==> config.mk <==
export PLATFORM = sky130hd
export DESIGN_NAME = wdc_front
export DESIGN_NICKNAME = d
export VERILOG_FILES = /design/src/rtl/wdc_pkg.sv /design/src/rtl/wdc_front.sv
export VERILOG_INCLUDE_DIRS = /design/src /design/src/rtl
export SDC_FILE = /design/constraint.sdc
export NUM_CORES = 1
export LEC_CHECK = 0
export BUFFER_PORTS_ARGS = -buffer_cell sky130_fd_sc_hd__buf_2
export CORE_ASPECT_RATIO = 1.75
export CORE_MARGIN = 4
export CORE_UTILIZATION = 40
export CTS_CLUSTER_DIAMETER = 80
export DETAILED_ROUTE_END_ITERATION = 8
export PLACE_DENSITY = 0.66
export SLEW_MARGIN = 20
export SYNTH_ARGS = -nofsm -noshare
export SYNTH_HDL_FRONTEND = slang
export SYNTH_SLANG_ARGS = --single-unit
==> constraint.sdc <==
create_clock -name i_clk -period 3.7 [get_ports i_clk]
set_input_delay 0.555 -clock i_clk [delete_from_list [all_inputs] [get_ports i_clk]]
set_output_delay 0.555 -clock i_clk [all_outputs]
set_load 0.03 [all_outputs]
==> src/rtl/assert_macros.svh <==
// Assertion macros shared by the window distinct count RTL.
// Depends on nothing; users must have i_clk and i_rst_n in scope.
`ifndef ASSERT_MACROS_SVH
`define ASSERT_MACROS_SVH

// Plain property, checked at every rising clock edge out of reset.
`define ASSERT_CLK(label, prop, msg) \
    label: assert property (@(posedge i_clk) disable iff (!i_rst_n) (prop)) \
        else $error(msg);

// Overlapping implication, checked at every rising clock edge out of reset.
`define ASSERT_IMPLY(label, cond, expr, msg) \
    label: assert property (@(posedge i_clk) disable iff (!i_rst_n) (cond) |-> (expr)) \
        else $error(msg);

`endif

==> src/rtl/wdc_pkg.sv <==
// Package for the window distinct count block: sizes, function codes and the
// request, command, result, queue head and status structs. Depends on nothing.
`timescale 1ns / 1ps

package wdc_pkg;

    // Sequence and colour table sizes.
    localparam int SEQ_DEPTH   = 4096;
    localparam int COLOR_COUNT = 2048;

    // Field widths of the request and result.
    localparam int LOAD_POS_W    = 12;
    localparam int COLOR_CODE_W  = 11;
    localparam int RANGE_START_W = 12;
    localparam int RANGE_END_W   = 13;
    localparam int QUERY_TAG_W   = 12;
    localparam int ANSWER_TAG_W  = 12;
    localparam int DISTINCT_W    = 12;

    // Derived internal widths.
    localparam int SEQ_AW   = $clog2(SEQ_DEPTH);
    localparam int WIN_W    = $clog2(SEQ_DEPTH + 1);
    localparam int CMP_W    = WIN_W + 1;
    localparam int COLOR_W  = $clog2(COLOR_COUNT);
    localparam int COUNT_W  = 14;
    localparam int TOTAL_W  = $clog2(COLOR_COUNT + 1);

    // Command queue between front and back.
    localparam int QUEUE_DEPTH = 2;
    localparam int QPTR_W      = $clog2(QUEUE_DEPTH);
    localparam int QCNT_W      = $clog2(QUEUE_DEPTH + 1);

    // Function codes.
    localparam logic FUNC_LOAD  = 1'b0;
    localparam logic FUNC_QUERY = 1'b1;

    typedef struct packed {
        logic                     func;
        logic [LOAD_POS_W-1:0]    load_position;
        logic [COLOR_CODE_W-1:0]  color_code;
        logic [RANGE_START_W-1:0] range_start;
        logic [RANGE_END_W-1:0]   range_end;
        logic [QUERY_TAG_W-1:0]   query_tag;
    } t_req;

    typedef struct packed {
        logic [ANSWER_TAG_W-1:0] answer_tag;
        logic [DISTINCT_W-1:0]   distinct_total;
    } t_result;

    // Classified request as held in the queue; window bounds already saturated.
    typedef struct packed {
        logic                   func;
        logic [SEQ_AW-1:0]      seq_addr;
        logic [COLOR_W-1:0]     color;
        logic [WIN_W-1:0]       lo;
        logic [WIN_W-1:0]       hi;
        logic [QUERY_TAG_W-1:0] tag;
    } t_cmd;

    typedef struct packed {
        logic valid;
        t_cmd cmd;
    } t_queue_head;

    typedef struct packed {
        logic pop;
        logic clearing;
    } t_back_status;

endpackage

==> src/rtl/wdc_front.sv <==
// Front end of the window distinct count block: request intake, bound
// saturation and the short command queue. Depends on wdc_pkg and assert_macros.svh.
`timescale 1ns / 1ps
`include "assert_macros.svh"

module wdc_front
    import wdc_pkg::*;
(
    input  logic         i_clk,
    input  logic         i_rst_n,
    input  logic         i_start,
    input  t_req         i_req,
    output logic         o_busy,
    input  t_back_status i_back,
    output t_queue_head  o_head
);

    logic [QPTR_W-1:0] r_wr_ptr;
    logic [QPTR_W-1:0] r_rd_ptr;
    logic [QCNT_W-1:0] r_count;
    logic [QPTR_W-1:0] n_wr_ptr;
    logic [QPTR_W-1:0] n_rd_ptr;
    logic [QCNT_W-1:0] n_count;
    t_cmd              r_queue [QUEUE_DEPTH];

    logic accept;
    logic load_ok;
    logic push;
    logic full;
    t_cmd cmd;

    assign full   = (r_count == QCNT_W'(QUEUE_DEPTH));
    assign o_busy = full || i_back.clearing;
    assign accept = i_start && !o_busy;

    // A load beyond the sequence is dropped after it is accepted.
    assign load_ok = (CMP_W'(i_req.load_position) < CMP_W'(SEQ_DEPTH));
    assign push    = accept && ((i_req.func == FUNC_QUERY) || load_ok);

    always_comb begin
        cmd.func     = i_req.func;
        cmd.seq_addr = SEQ_AW'(i_req.load_position);
        cmd.color    = COLOR_W'(i_req.color_code);
        cmd.tag      = i_req.query_tag;
        if (CMP_W'(i_req.range_start) > CMP_W'(SEQ_DEPTH)) begin
            cmd.lo = WIN_W'(SEQ_DEPTH);
        end else begin
            cmd.lo = WIN_W'(i_req.range_start);
        end
        if (CMP_W'(i_req.range_end) > CMP_W'(SEQ_DEPTH)) begin
            cmd.hi = WIN_W'(SEQ_DEPTH);
        end else begin
            cmd.hi = WIN_W'(i_req.range_end);
        end
    end

    always_comb begin
        n_wr_ptr = push ? r_wr_ptr + QPTR_W'(1) : r_wr_ptr;
        n_rd_ptr = i_back.pop ? r_rd_ptr + QPTR_W'(1) : r_rd_ptr;
        unique case ({push, i_back.pop})
            2'b10:   n_count = r_count + QCNT_W'(1);
            2'b01:   n_count = r_count - QCNT_W'(1);
            default: n_count = r_count;
        endcase
    end

    always_ff @(posedge i_clk) begin
        if (!i_rst_n) begin
            r_wr_ptr <= '0;
            r_rd_ptr <= '0;
            r_count  <= '0;
        end else begin
            r_wr_ptr <= n_wr_ptr;
            r_rd_ptr <= n_rd_ptr;
            r_count  <= n_count;
        end
    end

    always_ff @(posedge i_clk) begin
        if (push) begin
            r_queue[r_wr_ptr] <= cmd;
        end
    end

    assign o_head.valid = (r_count != '0);
    assign o_head.cmd   = r_queue[r_rd_ptr];

    `ASSERT_IMPLY(a_pop_nonempty, i_back.pop, r_count != '0, "pop from an empty queue")
    `ASSERT_IMPLY(a_push_room, push, !full, "push into a full queue")
    `ASSERT_CLK(a_count_bound, r_count <= QCNT_W'(QUEUE_DEPTH), "queue count overflow")

endmodule

; ---- Word level (Yosys, flattened, before mapping)
; Memory sizes are Yosys's and may differ from the RTL's. A register that Yosys moved wholly into a read port is not among the register bits.
; Cells that the tools add are included.
[op_classes]
n_addsub = 4
n_lt_le_gt_ge = 1
eq_ne = 3
mux = 6
reduce_logical = 5
[op_table]
columns = operator, n
row1 = "13-bit greater-than comparator, second input constant", 1
row2 = 13-bit 2-to-1 mux, 1
row3 = "2-bit equality test, second input constant", 2
row4 = 1-bit 2-to-1 mux, 4
row5 = 2-bit one-hot mux with 2 select lines, 1
row6 = 2-bit nonzero test, 2
row7 = "1-bit adder, second input constant", 2
row8 = "2-bit by 1-bit adder with 2-bit output, second input constant", 1
row9 = "2-bit by 1-bit equality test with 1-bit output, second input constant", 1
row10 = "2-bit by 1-bit subtractor with 2-bit output, second input constant", 1
row11 = 1-bit logical AND, 1
row12 = 1-bit logical NOT, 1
row13 = 1-bit logical OR, 1
[word_totals]
ff_bits = 4
mem_bits_rw = 122
input_bits = 66
out_inout_bits = 64
memories = 1
[mem_list]
columns = memory, depth, width, read_ports, rd_clocked_by_memory_dff, write_ports, line
row1 = r_queue, 2, 61, 1, 1, 1, wdc_front.sv:24  ; t_cmd r_queue [QUEUE_DEPTH];

; ---- Depth between registers and ports, before layout
; Gate-level depths: netlist of the first run.
[depth]
ltp_word = 6
ltp_mapped = 6
depth_no_buf = 6

; ---- Least setup slack after synthesis of the first run
; OpenSTA, ideal clock, no wires.
[synth_path]
path_kind = input-to-reg
start = input port i_back[0] (netlist name)
end = memory r_queue[0][0] (netlist name) (enable)
setup_time_ns = 0.480
arrival_ns = 3.355
t_required_ns = 3.220
setup_slack_ns = -0.135
cell_stages = 2
path_buffers = 0
path_cell_list = nand3b_1 > nor2_1
[synth_via]
elab_chain_cells = 5
[synth_lines]
columns = element, line
row1 = start: declaration, wdc_front.sv:14  ; input t_back_status i_back,
row2 = 1-bit logical OR, wdc_front.sv:33  ; assign o_busy = full || i_back.clearing;
row3 = 1-bit logical NOT, wdc_front.sv:34  ; assign accept = i_start && !o_busy;
row4 = 1-bit logical AND, wdc_front.sv:34
row5 = 1-bit 2-to-1 mux, wdc_front.sv:80  ; if (push) begin
row6 = 1-bit 2-to-1 mux (implied by the code), wdc_front.sv:81  ; r_queue[r_wr_ptr] <= cmd;
row7 = end: declaration, wdc_front.sv:24
; Every way passes these cells.

==> results of run 1 <==
==> power by group through the flow <==
stage                     logic, W  registers [W]  clock network [W]
final                     0.000419        0.00169            0.00160
after global routing      0.000450        0.00169            0.00170
after CTS                 0.000428        0.00169            0.00164
after detailed placement  0.000426        0.00172                  0
after global placement    0.000420        0.00172                  0
after floorplan           0.000292        0.00170                  0
==> routing by layer <==
metal  vias to the layer above  wire length (um)  part of all wire (%)  global-route usage [%]
li1                       1173                 -                     -                       -
met1                      1187              3165                    36                   12.76
met2                        75              4969                    56                   23.77
met3                        22               506                   5.7                   5.484
met4                         6               226                   2.5                   7.055
met5                         -                34                  0.38                       0
==> sequential cells by signal (all words and copies together), names as in the netlist, named ones only <==
signal	cells
r_wr_ptr	1
r_queue	122
r_rd_ptr	1
r_count	2
==> cells by family (layout without fill, tap and decap cells) <==
| kind of cell | Yosys count | in the layout | synth area share (%) |
|---|---|---|---|
| AO/OA/AOI/OAI | 2 | 2 | 0.2656 |
| XOR/XNOR | 3 | 3 | 0.5579 |
| adder cells (fa/ha/maj) | 1 | 1 | 0.2656 |
| buffers and inverters | 11 | 166 | 1.142 |
| flip-flops | 127 | 127 | 79.89 |
| multiplexers | 62 | 62 | 14.79 |
| other | 1 | 1 | 0.07960 |
| AND/OR/NAND/NOR | 24 | 24 | 3.002 |
==> worst min path at each step <==
stage	slack (ps)	start	to
after floorplan	450	r_wr_ptr	r_wr_ptr
after global placement	490	r_wr_ptr	r_wr_ptr
after detailed placement	510	r_wr_ptr	r_wr_ptr
after CTS	320	i_req[31]	r_queue[0][31]
after global routing	320	i_req[7]	r_queue[0][7]
final	340	i_req[2]	r_queue[0][2]
==> final cells by class <==
type | instances | area [um^2]
Tap cell | 135 | 168.9
Sequential cell | 127 | 3765
Inverter | 1 | 3.754
Clock inverter | 13 | 146.4
Multi-Input combinational cell | 93 | 908.4
Timing Repair Buffer | 133 | 690.7
Fill cell | 987 | 5465
Clock buffer | 19 | 432.9
==> through the flow <==
step | utilization (%) | total power [W] | setup WS, ps
3_3_place_gp | 47.81 | 0.002135 | 1427
5_1_grt | 52.81 | 0.003845 | 925.8
2_1_floorplan | - | 0.001995 | -135.1
3_5_place_dp | 47.81 | 0.002145 | 1409
4_1_cts | 52.81 | 0.003758 | 972.5
6_report | 52.81 | 0.003708 | 1067
==> cells in the mapped netlist <==
master and instances:
inv_1 1, mux2_2 1, edfxtp_1 122, or3_1 1, dfxtp_1 5, nand2b_1 2
buf_2 7, clkbuf_1 2, mux2_1 60, and2_1 3, xnor2_1 2, a21boi_1 1
buf_4 1, o21ai_0 1, nor2_1 2, or2_2 1, nor2b_1 12, mux2i_1 1
conb_1 1, ha_1 1, nand3b_1 1, xor2_1 1, nand2_1 2
==> worst max-delay path, cell delays in order (launching register included) <==
cell and delay (ps):
dfxtp_2 790, buf_12 300, mux2_1 370, buf_2 190
==> cells in the final DEF (no fill, tap or decap) <==
| cell type | count |
|---|---|
| clkinv_2 | 5 |
| mux2_1 | 60 |
| inv_1 | 1 |
| clkinvlp_4 | 2 |
| mux2i_1 | 1 |
| clkbuf_1 | 2 |
| nand2_1 | 2 |
| and2_1 | 3 |
| nand3b_1 | 1 |
| a21boi_1 | 1 |
| xor2_1 | 1 |
| dfxtp_1 | 4 |
| nor2b_1 | 12 |
| or3_1 | 1 |
| conb_1 | 1 |
| clkinv_4 | 1 |
| xnor2_1 | 2 |
| edfxtp_1 | 122 |
| mux2_2 | 1 |
| buf_12 | 1 |
| clkinv_1 | 2 |
| dfxtp_2 | 1 |
| bufinv_16 | 3 |
| or2_2 | 1 |
| buf_2 | 128 |
| o21ai_0 | 1 |
| ha_1 | 1 |
| clkbuf_16 | 17 |
| nand2b_1 | 2 |
| nor2_4 | 2 |
| buf_4 | 4 |
==> flow_summary.toml, run 1 <==
[run_status]
status = "completed"

[cts]
ctsHoldBuffers = 0
cts_sinks = 127
htree_levels = 4
numCtsBuffers = 17
cts_root_buf = "clkbuf_16"
cts_tree = "done"
cts_resized = 0
cts_setup_buffers = 0
clock_path_buffers = 2
clk_latency_ps = 400
clkTransAtPathRegs_ps = 50

[timing]
rsz0062_at_grt = "false"
tightest_slew_ps = 733.9
slew_violations = 0
worst_hold_slack_ps = 339.9
setup_tns_ps = 0
final_hold_viol_count = 0
max_freq_ghz = 0.3798
relSlewSlack_pct = 51.07
setup_viol = 0
fin_skew_ps = 4.000
post-route-period-util_pct = 71.16
fin_crit_ps = 2633

[die]
die_area_um2 = 13650
start_util_pct = 40.68
ioPinCount = 130
dieWidth_um = 90.04
die_y_um = 151.6
fp.coreArea_um2 = 11580
rows = 52

[yosys]
yosysTopAreaCellShare_pct = 77.77
synthTopCellsByArea = "edfxtp_1, mux2_1, dfxtp_1, nor2b_1, buf_2"
synth_seq_cells = 127
synth_cell_types = 23
synth_top_cell_by_area = "edfxtp_1"
ys_seq_area_share_pct = 79.89
synth_cells = 231
yosys_warnings = 0
avgSynthCellArea_um2 = 20.39
synthesis.area_um2 = 4711
syn_nets = 298

[drt]
vias_per_cell = 4.727
wl_um = 8902
postRouteAntennaNets = 0
via_count = 2463
drtIter0Drc = 72
wl_per_cell_um = 17.09
drt-pass1-iter-count = 2
drc = 0

[setup_path]
crit_fanout = 34
startpoint_type = "flop"
regToRegSetupSlack_ps = 1860
worstSetupEndpointType = "output pin"
crit_end = "o_head[14]"
crit_type = "flop to output pin"
worstPathRequired_ps = 3140
r2r_cells = 5
r2r-start = "r_count[0]"
worst_ep_arrival_time_ps = 2080
r2r_end = "r_count[1]"

[pwr]
peakVddDrop_mv = 0.3365
pwr-share-clk_pct = 43.2
power_frac_seq_pct = 45.5
swShare_pct = 23.17
switching_power_w = 0.0008593
powerDensity_nw_per_um2 = 606.3
combPwrFrac_pct = 11.3
power_leakage_nw = 2.313
p_int_w = 0.002849

[final_layout]
stdcell_area_um2 = 6116
antenna_cells = 0
drive_gt1_share_pct = 43.01
syn_to_final_growth_pct = 29.83
num-nets-final = 440
layout.cells.non_filler = 521

[placement]
gp_congestion = 0.7076
io_buffers = 128
place_inst = 489
place_area_um2 = 5537
hpwl_um = 6030

[grt]
grt_start_max_net_pins = 35
grt_pass1_wl_um = 13290
track_usage_pct = 13.18
grt_overflow_total = 0
antenna_found_initial = 3
first_global_vias = 2598

[flow_run]
cap_violations = 0

[min_path]
hold_path.class = "input port to flop"
hold_depth = 1
Power figures use the tool's default switching activity.
==> inputs of run 2 (changes only) <==
- PLACE_DENSITY: 0.66 -> not set
- clock period: 3.7 -> 2.6 ns (I/O delays scaled with it)
==> flow_summary.toml, run 2 (synthesis gave the netlist of run 1 again) <==
[cts]
cts_tree = "done"
cts_sinks = 127
clock_path_buffers = 2
clkTransAtPathRegs_ps = 50
cts_setup_buffers = 0
numCtsBuffers = 17
cts_resized = 0
htree_levels = 4
ctsHoldBuffers = 0
clk_latency_ps = 400
cts_root_buf = "clkbuf_16"

[min_path]
hp-start = "i_req[4]"
hold_path.class = "input port to flop"

[placement]
pre_cts_ws_ps = 821.3
place_inst = 490
io_buffers = 128
gp_congestion = 0.6983
hpwl_um = 6225

[timing]
fin_crit_ps = 2095
rsz0062_at_grt = "false"
setup_viol = 0
max_freq_ghz = 0.4774
final_hold_viol_count = 0
fin_skew_ps = 6.512
slew_violations = 0
worst_slack_ps = 505.4
post-route-period-util_pct = 80.56

[setup_path]
crit_path_top_delay_cell = "buf_4"
crit_fanout = 34
cp_num_buf_inv = 2
crit_type = "flop to output pin"
worstSetupEndpointType = "output pin"
worstPathRequired_ps = 2210
startpoint_type = "flop"
worstPathCellList = "buf_4, mux2_1, buf_2"
cp_top_family = "buffers and inverters"
r2r-start = "r_count[0]"
cpPeakStageDelay_ps = 400
worst_ep_arrival_time_ps = 1700

[final_layout]
top_register = "r_queue"
syn_to_final_growth_pct = 28.84
layout_common_cells = "buf_2, edfxtp_1, mux2_1"
drive_gt1_share_pct = 41.97
largest_reg_flops = 122
layout.cells.non_filler = 522
num-nets-final = 441
largest_registers = "r_queue (122), r_count (2)"
final_common_cell = "buf_2"

[die]
start_util_pct = 40.68
rows = 52
die_y_um = 151.6
ioPinCount = 130
fp.coreArea_um2 = 11580
die_area_um2 = 13650
dieWidth_um = 90.04

[drt]
vias_per_cell = 4.780
drt-pass1-iter-count = 4
drc = 0
wl_per_cell_um = 17.43
postRouteAntennaNets = 0
drtIter0Drc = 84
wl_um = 9100
via_count = 2495

[pwr]
powerDensity_nw_per_um2 = 844.5
peakVddDrop_mv = 0.5655
power_leakage_nw = 2.297

[grt]
antenna_found_initial = 1
track_usage_pct = 13.82
first_global_vias = 2742
grt_start_max_net_pins = 35
grt_overflow_total = 0
grt_pass1_wl_um = 13880

[run_status]
status = "completed"

[flow_run]
cap_violations = 0
-- run 2: worst reg2reg max path: stages, from the launching register on --
cell,delay [ps]
dfxtp_1,400
nand2b_1,150
nand3b_1,240
ha_1,410
or3_1,350
a21boi_1,140
-- run 2: area by class of cell --
cell class | count | area, um^2
fill | 969 | 5512
sequential | 127 | 3765
timing repair buffer | 134 | 685.7
inverter | 1 | 3.754
tap | 135 | 168.9
clock buffer | 20 | 436.7
clock inverter | 11 | 98.84
multi-input combinational | 93 | 908.4
antenna | 1 | 2.502
-- run 2: stage by stage --
stage | instance area [um^2] | power, W | hold WS [ps] | utilization [%] | setup TNS, ps
floorplan | 4716 | 0.002836 | 462.7 | - | -13380
global placement | 5532 | 0.003043 | 485.1 | 47.76 | 0
detailed placement | 5532 | 0.003054 | 518.0 | 47.76 | 0
CTS | 6067 | 0.005193 | 157.2 | 52.39 | 0
global route | 6070 | 0.005325 | 160.4 | 52.41 | 0
finish | 6070 | 0.005125 | 177.7 | 52.41 | 0
-- run 2: worst paths after layout --
path | slack [ps] | depth (start not counted) | end
max | 510 | 3 | o_head[39]
min | 180 | 1 | r_queue[0][4]
max reg2reg | 840 | 5 | r_count[1]
min reg2reg | 510 | 2 | r_wr_ptr
-- run 2: routing by layer --
layer | GRT usage, % | routed length, um | vias up
met1 | 13.40 | 3110 | 1234
met2 | 26.10 | 5412 | 72
met5 | 0 | 0 | -
met4 | 7.745 | 138 | 0
met3 | 3.953 | 439 | 10
li1 | - | - | 1179
-- run 2: where the power goes --
part	internal [W]	switching (W)	total [W]
Clock	0.00138	0.000750	0.00213
Combinational	0.000203	0.000410	0.000613
Sequential	0.00236	0.0000251	0.00239
Total	0.00394	0.00119	0.00513
==> inputs of run 3 (changes only) <==
- ABC_AREA: not set -> 1
- clock period: 2.6 -> 2.04 ns (I/O delays scaled with it)
==> flow_summary.toml, run 3 <==
[setup_path]
crit_fanout = 26
worst_ep_arrival_time_ps = 1600
r2r_cells = 5
r2r-start = "r_count[0]"
crit_type = "flop to output pin"
crit_path_top_delay_cell = "dfxtp_4"
worstSetupEndpointType = "output pin"
cp_top_family = "flip-flops"
cpPeakStageDelay_ps = 430
cp_num_buf_inv = 2
cp.depth = 3
worstPathCellList = "buf_12, mux2_4, buf_2"
worstPathRequired_ps = 1730
startpoint_type = "flop"

[placement]
io_buffers = 128
gp_congestion = 0.7084
hpwl_um = 6483

[grt]
antenna_found_initial = 0
grt_pass1_wl_um = 13760
track_usage_pct = 12.75
first_global_vias = 2870
grt_overflow_total = 0
grt_start_max_net_pins = 28

[timing]
rsz0062_at_grt = "false"
final_hold_viol_count = 0
fin_skew_ps = 4.351
slew_violations = 0
max_freq_ghz = 0.5258
setup_viol = 0
post-route-period-util_pct = 93.23
fin_crit_ps = 1902
worst_hold_slack_ps = 94.07

[run_status]
status = "completed"

[yosys]
ys.flop_type = "edfxtp_1"
synth_commonest_cells = "edfxtp_1, mux2_4, inv_1, nor2_1, nand2_1"
avgSynthCellArea_um2 = 19.43
synthesis.area_um2 = 5111
synth_top_cell_by_area = "edfxtp_1"
synth_seq_cells = 127
async_reset_ff_share_pct = 0
yosys_warnings = 0
yosysMostFrequentCell = "edfxtp_1"
synth_cells = 263
ys_seq_area_share_pct = 73.64
synth_cell_types = 23
yosysTopAreaCellShare_pct = 71.68
synth_edf_count = 122
syn_nets = 330
synthTopCellsByArea = "edfxtp_1, mux2_4, dfxtp_1, buf_6, a21oi_2"

[pwr]
power_leakage_nw = 2.654
peakVddDrop_mv = 0.5664
fin_total_pwr_w = 0.006772
powerDensity_nw_per_um2 = 1024

[die]
rows = 54
start_util_pct = 40.89
die_y_um = 157.5
dieWidth_um = 93.45
fp.coreArea_um2 = 12500
die_area_um2 = 14720
ioPinCount = 130

[final_layout]
final_common_cell = "buf_2"
drive_gt1_share_pct = 58.00
syn_to_final_growth_pct = 29.35
largest_reg_flops = 122
fillers = 1034
layout_common_cells = "buf_2, edfxtp_1, mux2_4"
top_register = "r_queue"
num-nets-final = 473
largest_registers = "r_queue (122), r_count (2)"
antenna_cells = 0

[drt]
postRouteAntennaNets = 0
drc = 0
drt-pass1-iter-count = 4
vias_per_cell = 4.513
wl_um = 9118
drtIter0Drc = 112
wl_per_cell_um = 15.53
via_count = 2649

[cts]
cts_resized = 0
htree_levels = 4
ctsHoldBuffers = 0
cts_tree = "done"
numCtsBuffers = 17
clkTransAtPathRegs_ps = 50
cts_root_buf = "clkbuf_16"
clock_path_buffers = 2
cts_setup_buffers = 0
cts_sinks = 127
clk_latency_ps = 400

[min_path]
hold_depth = 1
hold_path.class = "input port to flop"
hp-start = "i_req[9]"

[flow_run]
cap_violations = 0
[run 3: changes by cell type after synthesis, sizes merged, moves of 2 or more]
cell,before,now
nand2b,2,0
and2,3,0
nor2b,12,0
a21oi,0,13
nor2,2,13
xnor2,2,0
nand2,2,12
buf,8,10
inv,1,17
[run 3: layout make-up]
class	instances	area (um^2)	share of cell area, %
clock buffer	18	429.2	6.491
clock inverter	14	167.7	2.536
inverter	17	63.81	0.9652
multi-input combinational	108	1192	18.04
sequential	127	3767	56.98
tap	168	210.2	3.179
timing repair buffer	135	780.7	11.81
[run 3: kinds of logic after synthesis]
family	after synthesis	synth area share, %
AO/OA/AOI/OAI	16	2.473
AND/OR/NAND/NOR	29	2.399
flip-flops	127	73.64
multiplexers	61	17.85
adder cells (fa/ha/maj)	1	0.2448
other	1	0.07337
buffers and inverters	28	3.329
[run 3: layer usage]
layer | routed length, um | up-vias | GRT usage [%]
met4 | 104 | 0 | 5.660
met2 | 5273 | 77 | 23.38
li1 | - | 1278 | -
met3 | 458 | 6 | 4.017
met1 | 3282 | 1288 | 13.04
met5 | 0 | - | 0
[run 3: worst register-to-register path, delay by kind of cell (launching register included)]
family,cells,cell delay [ps]
buffers and inverters,2,320
DFF,1,350
and+or+nand+nor,3,710
[run 3: power by group]
group	leakage, nW	internal (W)	total (W)	switching (W)
logic	1.20	0.000324	0.000785	0.000460
clock network	0.288	0.00192	0.00297	0.00105
registers	1.16	0.00298	0.00302	0.0000339
total	2.65	0.00522	0.00677	0.00155
[run 3: through the flow]
| stage | std cells | setup TNS (ps) | utilization (%) | worst slack, ps | area [um^2] |
|---|---|---|---|---|---|
| after floorplan | 263 | -74510 | - | -610.8 | 5116 |
| after global placement | 555 | 0 | 48.12 | 376.8 | 6015 |
| after detailed placement | 555 | 0 | 48.12 | 315.4 | 6015 |
| after CTS | 587 | 0 | 52.89 | 104.9 | 6611 |
| after global routing | 587 | 0 | 52.89 | 61.37 | 6611 |
| final | 587 | 0 | 52.89 | 138.1 | 6611 |
[run 3: worst paths after layout]
check	end	slack, ps
worst max register to register	r_queue[1][55]	330
worst min-delay path	r_queue[0][9]	90
worst max-delay path	o_head[28]	140
worst min register to register	flop	500
